File: src/design/bsmv_pkg.sv
package bsmv_pkg;

   localparam int VECTOR_DEPTH_DEF  = 1024;
   localparam int MAX_BLOCK_DIM_DEF = 4;

   localparam int CSR_INDEX_W = 2;
   localparam int CSR_DATA_W  = 3;

   localparam logic [CSR_INDEX_W-1:0] REG_BLOCK_HEIGHT = 2'd0;
   localparam logic [CSR_INDEX_W-1:0] REG_BLOCK_WIDTH  = 2'd1;

   typedef enum logic [1:0] {
      ACT_LOAD  = 2'd0,
      ACT_ELEM  = 2'd1,
      ACT_CLOSE = 2'd2
   } action_type;

   typedef enum logic [2:0] {
      ST_IDLE,
      ST_LOAD,
      ST_READ,
      ST_MUL,
      ST_ACC,
      ST_CLOSE
   } state_type;

   typedef struct packed {
      logic capture;
      logic store_write;
      logic mem_read;
      logic multiply;
      logic accumulate;
      logic emit;
      logic clear;
   } cmd_type;

   typedef struct packed {
      logic elem_inside;
      logic row_last;
      logic out_free;
   } status_type;

endpackage

File: src/design/bsmv_ctrl.sv
module bsmv_ctrl
   import bsmv_pkg::*;
(
   input  logic       clock,
   input  logic       reset,
   input  logic       req_valid,
   output logic       req_ready,
   input  logic [1:0] req_action,
   input  status_type status,
   output cmd_type    cmd
);

   state_type state_ff;
   state_type state_in;

   always_ff @(posedge clock) begin
      if (reset) begin
         state_ff <= ST_IDLE;
      end else begin
         state_ff <= state_in;
      end
   end

   always_comb begin
      state_in  = state_ff;
      cmd       = '0;
      req_ready = 1'b0;
      unique case (state_ff)
         ST_IDLE: begin
            req_ready = 1'b1;
            if (req_valid) begin
               cmd.capture = 1'b1;
               unique case (action_type'(req_action))
                  ACT_LOAD:  state_in = ST_LOAD;
                  ACT_ELEM:  state_in = ST_READ;
                  ACT_CLOSE: state_in = ST_CLOSE;
                  default:   state_in = ST_IDLE;
               endcase
            end
         end
         ST_LOAD: begin
            cmd.store_write = 1'b1;
            state_in        = ST_IDLE;
         end
         ST_READ: begin
            if (status.elem_inside) begin
               cmd.mem_read = 1'b1;
               state_in     = ST_MUL;
            end else begin
               state_in = ST_IDLE;
            end
         end
         ST_MUL: begin
            cmd.multiply = 1'b1;
            state_in     = ST_ACC;
         end
         ST_ACC: begin
            cmd.accumulate = 1'b1;
            state_in       = ST_IDLE;
         end
         ST_CLOSE: begin
            if (status.out_free) begin
               cmd.emit = 1'b1;
               if (status.row_last) begin
                  cmd.clear = 1'b1;
                  state_in  = ST_IDLE;
               end
            end
         end
         default: begin
            state_in = ST_IDLE;
         end
      endcase
   end

endmodule

File: config.mk
export PLATFORM = sky130hd
export DESIGN_NAME = bsmv_ctrl
export DESIGN_NICKNAME = d
export VERILOG_FILES = /design/src/design/bsmv_pkg.sv /design/src/design/bsmv_ctrl.sv
export SDC_FILE = /design/constraint.sdc
export NUM_CORES = 1
export LEC_CHECK = 0
export BUFFER_PORTS_ARGS = -buffer_cell sky130_fd_sc_hd__buf_2
export CAP_MARGIN = 15
export CORE_AREA = 2 2 39 41
export DETAILED_ROUTE_END_ITERATION = 12
export DIE_AREA = 0 0 41 43
export SLEW_MARGIN = 5
export SYNTH_ARGS = -nofsm -noshare
export SYNTH_HDL_FRONTEND = slang
export SYNTH_SLANG_ARGS = --single-unit
File: constraint.sdc
create_clock -name clock -period 1.59 [get_ports clock]
set_input_delay 0.2385 -clock clock [delete_from_list [all_inputs] [get_ports clock]]
set_output_delay 0.2385 -clock clock [all_outputs]
set_load 0.005 [all_outputs]
==> summary by stage, run 1 <==
Timing
The highest attainable clock frequency is 666 MHz. The period utilization is 94.4%. The count of final max-slew check failures is 0.

Setup repair after global routing left no endpoint under its margin. Setup violations remaining at the end of the flow were counted as 0. In this run the tightest slew margin relative to its limit is 77.4%.

The setup TNS after final layout is 0 ns. The transition at the pin with the smallest max-transition slack is 0.334 ns. The worst path meets setup with 0.0892 ns of slack. For the final database, setup skew stands at 0.00389 ns. The final critical path time including I/O delays and setup is 1.50 ns.

The final number of hold-violating endpoints was 0.

Synthesis
The unique cell type count in the Yosys netlist is 21. The mapped cell area is 234 sq um. The share of synthesized area in the top cell type comes to 25.7%. In this run, synthesis inferred 0 flip-flops with an integrated enable. The flip-flop and latch count after synthesis is 3. Yosys instantiated no cell more often than sky130_fd_sc_hd__nand2_1. The commonest cells after synthesis are sky130_fd_sc_hd__nand2_1 (4), sky130_fd_sc_hd__dfxtp_1 (3), sky130_fd_sc_hd__inv_1 (3), sky130_fd_sc_hd__nor2_1 (3). For this run, asynchronously set or reset flops after synthesis account for 0%. The synthesized instance count is 32. Of the synthesized area, sequential elements account for 25.7%. The average cell area after synthesis is 7.31 sq um.

The most used flip-flop cell after synthesis is sky130_fd_sc_hd__dfxtp_1. Yosys printed 0 warnings. Of all cell types, the one taking the most synthesized area is sky130_fd_sc_hd__dfxtp_1. The post-synthesis net count is 40. In the post-synthesis netlist, the biggest area contributors are sky130_fd_sc_hd__dfxtp_1 (26%), sky130_fd_sc_hd__nand2_1 (6.4%), sky130_fd_sc_hd__a31oi_1 (5.3%).

Global routing
The number of global-route vias before repair is 270. The overflow left after global routing is 0. The number of antenna violations at the first check in global routing is 0.

The overall routing resource usage is 8.94%. For this run, global-route usage on met3 was measured as 1.57%. The wire length of the first global-routing pass is 1.01 mm. The maximum number of pins on one net before global-route repair is 11. The met1 usage is 9.32%. The global routing met2 resource utilization is 12.5%. The busiest layer in global routing is met2.

Clock tree
Buffers inserted to repair hold after CTS numbered 0. CTS placed an instance of sky130_fd_sc_hd__clkbuf_4 at the clock tree root. The number of clock buffers added by TritonCTS is 3. The level count of the clock H-tree is 1. The number of cells upsized or downsized after cts is 0.

No sink is reached through more buffers than the 2 on the longest clock path. The clock net sink count is 3. The number of setup buffers added after CTS is 0.

The TritonCTS clock tree is done. The later pin in the worst-skew pair is clocked with a latency of 0.24 ns. The clock transition at the register clock pins on the worst setup and hold paths after CTS is 0.04 ns.

Route
The post-detailed-routing wire length is 638 microns. The post-detailed-route via-to-cell ratio is 4.45. The number of iterations in the first detailed-routing pass is 4. The detail-routed net length per standard cell is 9.82 microns. The violation count after the first detailed-route iteration is 7. In the routed design, unresolved DRC markers number 0. The routed layout has 289 vias. The number of nets with antenna violations after detailed routing is 0.

Layout
The top register by number of flip-flops is state_ff. The antenna diode count is 0. The register with the most flip-flops in the layout has 3 of them.

In the final design database the tool counted 58 nets. With fillers left out, the area of the finished cells amounts to 339 sq um. The layout overhead on the synthesized area is 44.9%. In the final layout, the registers with the most flip-flops are state_ff x3. The share of post-route cells with drive strength above 1 is 38.8%. The layout has 162 filler cells.

Power
In this run the power density over the cells is 810 nW/um^2. The analysis attributes to net switching a power of 0.0758 mW. The fraction of power consumed by the clock network is 51.4%. The completed layout was analyzed and its total power is 0.275 mW. The static leakage power is 0.162 nW.

The switching portion of total power is 27.6%. The share of total power in combinational logic is 16.9%. Registers are responsible for 31.7% of the overall power. The internal power contribution is 0.199 mW. The worst-case vdd ir drop is 0.000156 V.

Worst setup path
The worst-path maximum fanout is 10. The type of origin of the critical path is a flop. The critical path is of the reg -> out type. For the worst setup path, the data required time is 1.35 ns. The category of the worst setup path capture point is an output pin. Data on the critical path arrives at its endpoint at 1.26 ns.

Floorplan
The total die area is 1760 sq um. The die width is 41 microns. In this run the count of I/O pins placed on the die edge is 16. The die height is 43 microns. The standard-cell row count is 14. In this run the standard cell core region covers 1380 sq um.

The initial cell density of the core is 16.9%.

Place
The total cell area at the placement stage is 313 sq um. The last weighted congestion value of the routability-driven placer is 0.773. The detailed-placement wirelength estimate is 487 microns. The placement-stage worst setup slack is 0.345 ns. Buffers placed on the I/O ports in this run total 15.

Outcome
The flow ran to the end, and the final reports show no timing, DRC or antenna violations.

Flow run
Across the run, the number of max-cap violations was 0.

Hold path
The tightest min-delay check is of the in -> reg type.
[per-stage QoR]
stage / utilization, % / instances / hold WS [ns]
2_1_floorplan: - / 32 / 0.301
3_5_place_dp: 22.6 / 61 / 0.443
4_1_cts: 24.5 / 65 / 0.193
5_1_grt: 24.5 / 65 / 0.206
3_3_place_gp: 22.6 / 61 / 0.442
6_report: 24.5 / 65 / 0.193
[metal layers]
| layer | vias to the layer above | share of wire, % |
|---|---|---|
| met4 | 0 | 3.1 |
| li1 | 147 | - |
| met1 | 130 | 41 |
| met5 | - | 0 |
| met2 | 10 | 52 |
| met3 | 2 | 3.4 |
[critical path: stages, from the launching register on]
cell and delay (ns):
sky130_fd_sc_hd__dfxtp_1 0.47, sky130_fd_sc_hd__and2b_1 0.25, sky130_fd_sc_hd__and3_1 0.18, sky130_fd_sc_hd__buf_2 0.12
[cell families (layout without fill, tap and decap cells)]
group	count (synthesis)	in the layout	share of synthesized area, %
and+or+nand+nor	18	18	43.9
AOI/OAI and AO/OA	6	6	18.7
buffers and inverters	5	22	11.8
DFF	3	3	25.7
[power groups by stage]
stage	combinational (mW)	sequential (mW)	clock (mW)
5_1_grt	0.0525	0.0886	0.146
6_report	0.0464	0.0869	0.141
3_5_place_dp	0.0465	0.0883	0
3_3_place_gp	0.0464	0.0880	0
4_1_cts	0.0468	0.0868	0.144
2_1_floorplan	0.0310	0.0826	0
[worst paths after layout]
path,slack [ns],endpoint,cells past startpoint,start
max,0.09,cmd[1],3,state_ff[1]$_SDFFE_PP0P_
min,0.19,state_ff[0]$_SDFFE_PP0P_,2,reset
max reg2reg,0.34,state_ff[0]$_SDFFE_PP0P_,3,state_ff[1]$_SDFFE_PP0P_
min reg2reg,0.57,state_ff[1]$_SDFFE_PP0P_,1,state_ff[2]$_SDFFE_PP0P_
[layout by cell type (no fill, tap or decap)]
| cell type | synthesis | routed |
|---|---|---|
| sky130_fd_sc_hd__a31oi_1 | 2 | 2 |
| sky130_fd_sc_hd__nand2b_1 | 1 | 1 |
| sky130_fd_sc_hd__and2_1 | 2 | 2 |
| sky130_fd_sc_hd__buf_2 | 1 | 15 |
| sky130_fd_sc_hd__clkbuf_1 | 0 | 1 |
| sky130_fd_sc_hd__nor4_1 | 1 | 1 |
| sky130_fd_sc_hd__inv_1 | 3 | 3 |
| sky130_fd_sc_hd__clkbuf_4 | 0 | 3 |
| sky130_fd_sc_hd__a211o_1 | 1 | 1 |
| sky130_fd_sc_hd__dfxtp_1 | 3 | 3 |
| sky130_fd_sc_hd__or3b_1 | 1 | 1 |
| sky130_fd_sc_hd__a21oi_1 | 1 | 1 |
| sky130_fd_sc_hd__nor4bb_1 | 1 | 1 |
| sky130_fd_sc_hd__nand2_1 | 4 | 4 |
| sky130_fd_sc_hd__nor3_1 | 1 | 1 |
| sky130_fd_sc_hd__nor2_1 | 3 | 3 |
| sky130_fd_sc_hd__a221oi_1 | 1 | 1 |
| sky130_fd_sc_hd__a21oi_2 | 1 | 1 |
| sky130_fd_sc_hd__nand3_1 | 1 | 1 |
| sky130_fd_sc_hd__and3_1 | 1 | 1 |
| sky130_fd_sc_hd__nor4b_1 | 1 | 1 |
| sky130_fd_sc_hd__and2b_1 | 1 | 1 |
[cell type report]
class	instances	area, sq um	share of cell area, %
Multi-Input combinational cell	24	146	43.2
Inverter	3	11.3	3.32
Tap cell	16	20.0	5.90
Sequential cell	3	60.1	17.7
Clock buffer	4	26.3	7.75
Timing Repair Buffer	15	75.1	22.1
No activity file was read; power rests on OpenSTA's default activity.
==> inputs of run 2 (changes only) <==
--- a/config.mk
+++ b/config.mk
@@ -10,6 +10,7 @@
 export CORE_AREA = 2 2 39 41
 export DETAILED_ROUTE_END_ITERATION = 12
 export DIE_AREA = 0 0 41 43
+export REMOVE_ABC_BUFFERS = 1
 export SLEW_MARGIN = 5
 export SYNTH_ARGS = -nofsm -noshare
 export SYNTH_HDL_FRONTEND = slang
==> summary by stage, run 2 (synthesized netlist as in run 1, its figures left out) <==
Clock tree
The level count of the clock H-tree came to 1 (unchanged). The tree is rooted in a sky130_fd_sc_hd__clkbuf_4. TritonCTS built the clock tree. The source-to-sink clock delay at the later pin of the worst-skew pair was 0.24 ns (about the same). The quantity of hold-fixing buffers added after cts came to 0 (unchanged). The number of buffers on the longest clock path is 2 (unchanged). The clock net sink count is 3 (unchanged).

The clock transition at the register clock pins on the worst setup and hold paths after CTS was 0.04 ns (about the same). The number of clock buffers inserted by TritonCTS was 3 (unchanged).

Power
The static leakage power was 0.163 nW (+0.29%). The part of the power in registers is 31.8% (about the same). The share of total power in combinational logic is 16.9% (about the same).

The worst-case vdd ir drop is 0.000159 V (+1.6%). The power per unit of standard cell area is 805 nW/um^2 (-0.55%). The switching portion of total power was 27.4% (-0.19 points). The fraction of power consumed by the clock network is 51.3% (about the same). The net switching power of the design is 0.0751 mW (-0.88%). The internal power contribution is 0.199 mW (about the same).

Floorplan
The die width was 41 microns (unchanged). The area of the placeable core is 1380 sq um (unchanged). The standard-cell row count is 14 (unchanged).

The die height came to 43 microns (unchanged). The number of placed I/O pins came to 16 (unchanged). The initial cell density of the core is 16.9% (unchanged). The total die area is 1760 sq um (unchanged).

Route
The number of iterations in the first detailed-routing pass was 4 (unchanged). The post-detailed-route via-to-cell ratio is 4.37 (-1.7%). The detail-routed net length per standard cell is 9.80 microns (-0.16%). The violation count after the first detailed-route iteration is 1 (-6). The post-detailed-routing wire length is 637 microns (-0.16%).

The number of nets with antenna violations after detailed routing was 0 (unchanged). The number of design rule violations left after detail routing is 0 (unchanged). The overall via count from detail_route is 284 (-1.7%).

Timing
The period utilization is 89.8% (-4.6 points). The worst clock skew on the final layout is 0.00560 ns (+0.00171 ns). The setup TNS after final layout is 0 ns (unchanged). The count of final max-slew check failures is 0 (unchanged). Setup repair after global routing left no endpoint under its margin. The highest attainable clock frequency was 700 MHz (+5.1%). The max-slew headroom at the worst pin is 77.2% (-0.22 points). The final critical path time including I/O delays and setup came to 1.43 ns (-0.0729 ns). The transition at the pin with the smallest max-transition slack came to 0.337 ns (+0.00323 ns). The final number of hold-violating endpoints came to 0 (unchanged). The final setup violation count was 0 (unchanged).

Layout
The post-layout net count is 58 (unchanged). The multi-input combinational cell area is 146 sq um (unchanged). The antenna diode count is 0 (unchanged). The share of post-route cells with drive strength above 1 came to 40.8% (+2.0 points). The register area is 61.3 sq um (+2.1%). Compared with the post-synthesis result, the final layout area differs by 45.5%.

The leading cell type in the layout, fill and taps excluded is sky130_fd_sc_hd__buf_2. The top register by number of flip-flops is state_ff. The number of inserted filler cells in the final layout is 164 (+1.2%). The number of flip-flops in the largest register is 3 (unchanged).

The count of placed standard cells in the final layout, fillers left out is 65 (unchanged). The largest registers in the layout are state_ff x3. The library cells used most frequently in the layout, excluding fill and tap cells, are sky130_fd_sc_hd__buf_2 (15), sky130_fd_sc_hd__nand2_1 (4), sky130_fd_sc_hd__inv_1 (3), sky130_fd_sc_hd__nor2_1 (3), sky130_fd_sc_hd__clkbuf_4 (3).

Global routing
The overflow left after global routing was 0 (unchanged). The overall routing resource usage is 10.2% (+1.3 points). The number of antenna violations at the first check in global routing was 0 (unchanged). The number of global-route vias before repair is 269 (-0.37%). The maximum number of pins on one net before global-route repair is 11 (unchanged). The wire length of the first global-routing pass is 1.12 mm (+11%).

Place
The number of buffers inserted by port buffering was 15 (unchanged). The number of placed cells counting well taps came to 61 (unchanged). The detailed-placement wirelength estimate is 483 microns (-0.88%). The last weighted congestion value of the routability-driven placer is 0.794 (+2.7%).

Hold path
The worst hold path begins at reset. The worst min-delay path category is in -> reg. The instance count along the most critical hold path is 2 (unchanged). The endpoint with the worst hold slack is state_ff[0]$_SDFFE_PP0P_.

Flow run
The count of maximum capacitance violations is 0 (unchanged).

Worst setup path
The critical path data required time is 1.35 ns (about the same). The worst-path maximum fanout is 10 (unchanged). The type of the worst setup path is reg -> out. The worst setup path is launched from a flop.

The startpoint identified for the worst register-to-register timing path is state_ff[1]$_SDFFE_PP0P_. The reg-to-reg endpoint is state_ff[0]$_SDFFE_PP0P_. The data arrival time of the critical path is 1.19 ns (-0.07 ns). The number of cells traversed by the worst register-to-register path is 3 (unchanged). The register-to-register setup slack is 0.39 ns (+0.05 ns). STA classifies the critical path endpoint as an output pin.

Outcome
The flow ran to the end, and the final reports show no timing, DRC or antenna violations.
==> run 2: cell counts in the layout (fill, tap and decap cells not counted) <==
No cell type changed its count.
==> run 2: what timing repair did <==
action / 4_1_cts / 5_1_grt
endpoints found under the hold margin: 0 / 0
buffers inserted: 0 / 0
gates resized for setup: 0 / 1
endpoints found under the setup margin: 0 / 1
==> run 2: layout make-up <==
type                       instances  area share [%]
clock buffer                       4            7.72
sequential                         3            18.0
multi-input combinational         24            43.0
tap                               16            5.88
timing repair buffer              15            22.1
inverter                           3            3.31
==> run 2: layer usage <==
metal  part of all wire (%)  vias to the layer above  global-route usage [%]
li1                       -                      146                       -
met1                     41                      127                    11.9
met2                     52                        9                    12.8
met3                    4.9                        2                    3.14
met4                    2.2                        0                    12.0
met5                      0                        -                       0
==> run 2: worst max-delay path by stage <==
stage,from,to,slack (ns),depth (start not counted)
floorplan,state_ff[1]$_SDFFE_PP0P_,state_ff[0]$_SDFFE_PP0P_,0.41,3
global placement,state_ff[1]$_SDFFE_PP0P_,cmd[1],0.37,3
detailed placement,state_ff[1]$_SDFFE_PP0P_,cmd[1],0.34,3
CTS,state_ff[1]$_SDFFE_PP0P_,cmd[1],0.08,3
global route,state_ff[2]$_SDFFE_PP0P_,cmd[0],0.03,4
finish,state_ff[0]$_SDFFE_PP0P_,cmd[4],0.16,2
==> run 2: power by group through the flow <==
stage	sequential, mW	clock (mW)	combinational, mW
2_1_floorplan	0.0861	0	0.0244
3_3_place_gp	0.0881	0	0.0464
3_5_place_dp	0.0882	0	0.0464
4_1_cts	0.0869	0.145	0.0467
5_1_grt	0.0890	0.148	0.0524
6_report	0.0871	0.141	0.0464
==> run 2: metrics by stage <==
| stage | hold slack (ns) | utilization [%] | power (mW) | setup slack (ns) | area [sq um] |
|---|---|---|---|---|---|
| after floorplan | 0.301 | - | 0.111 | 0.408 | 218 |
| after global placement | 0.442 | 22.6 | 0.134 | 0.368 | 313 |
| after detailed placement | 0.442 | 22.6 | 0.135 | 0.345 | 313 |
| after CTS | 0.192 | 24.5 | 0.279 | 0.0837 | 339 |
| after global routing | 0.206 | 24.6 | 0.290 | 0.0283 | 340 |
| final | 0.196 | 24.6 | 0.274 | 0.162 | 340 |
==> run 2: worst max-delay path, stage by stage, from the launching register on <==
cell	delay, ns
sky130_fd_sc_hd__dfxtp_1	0.39
sky130_fd_sc_hd__nor4bb_1	0.38
sky130_fd_sc_hd__buf_2	0.18
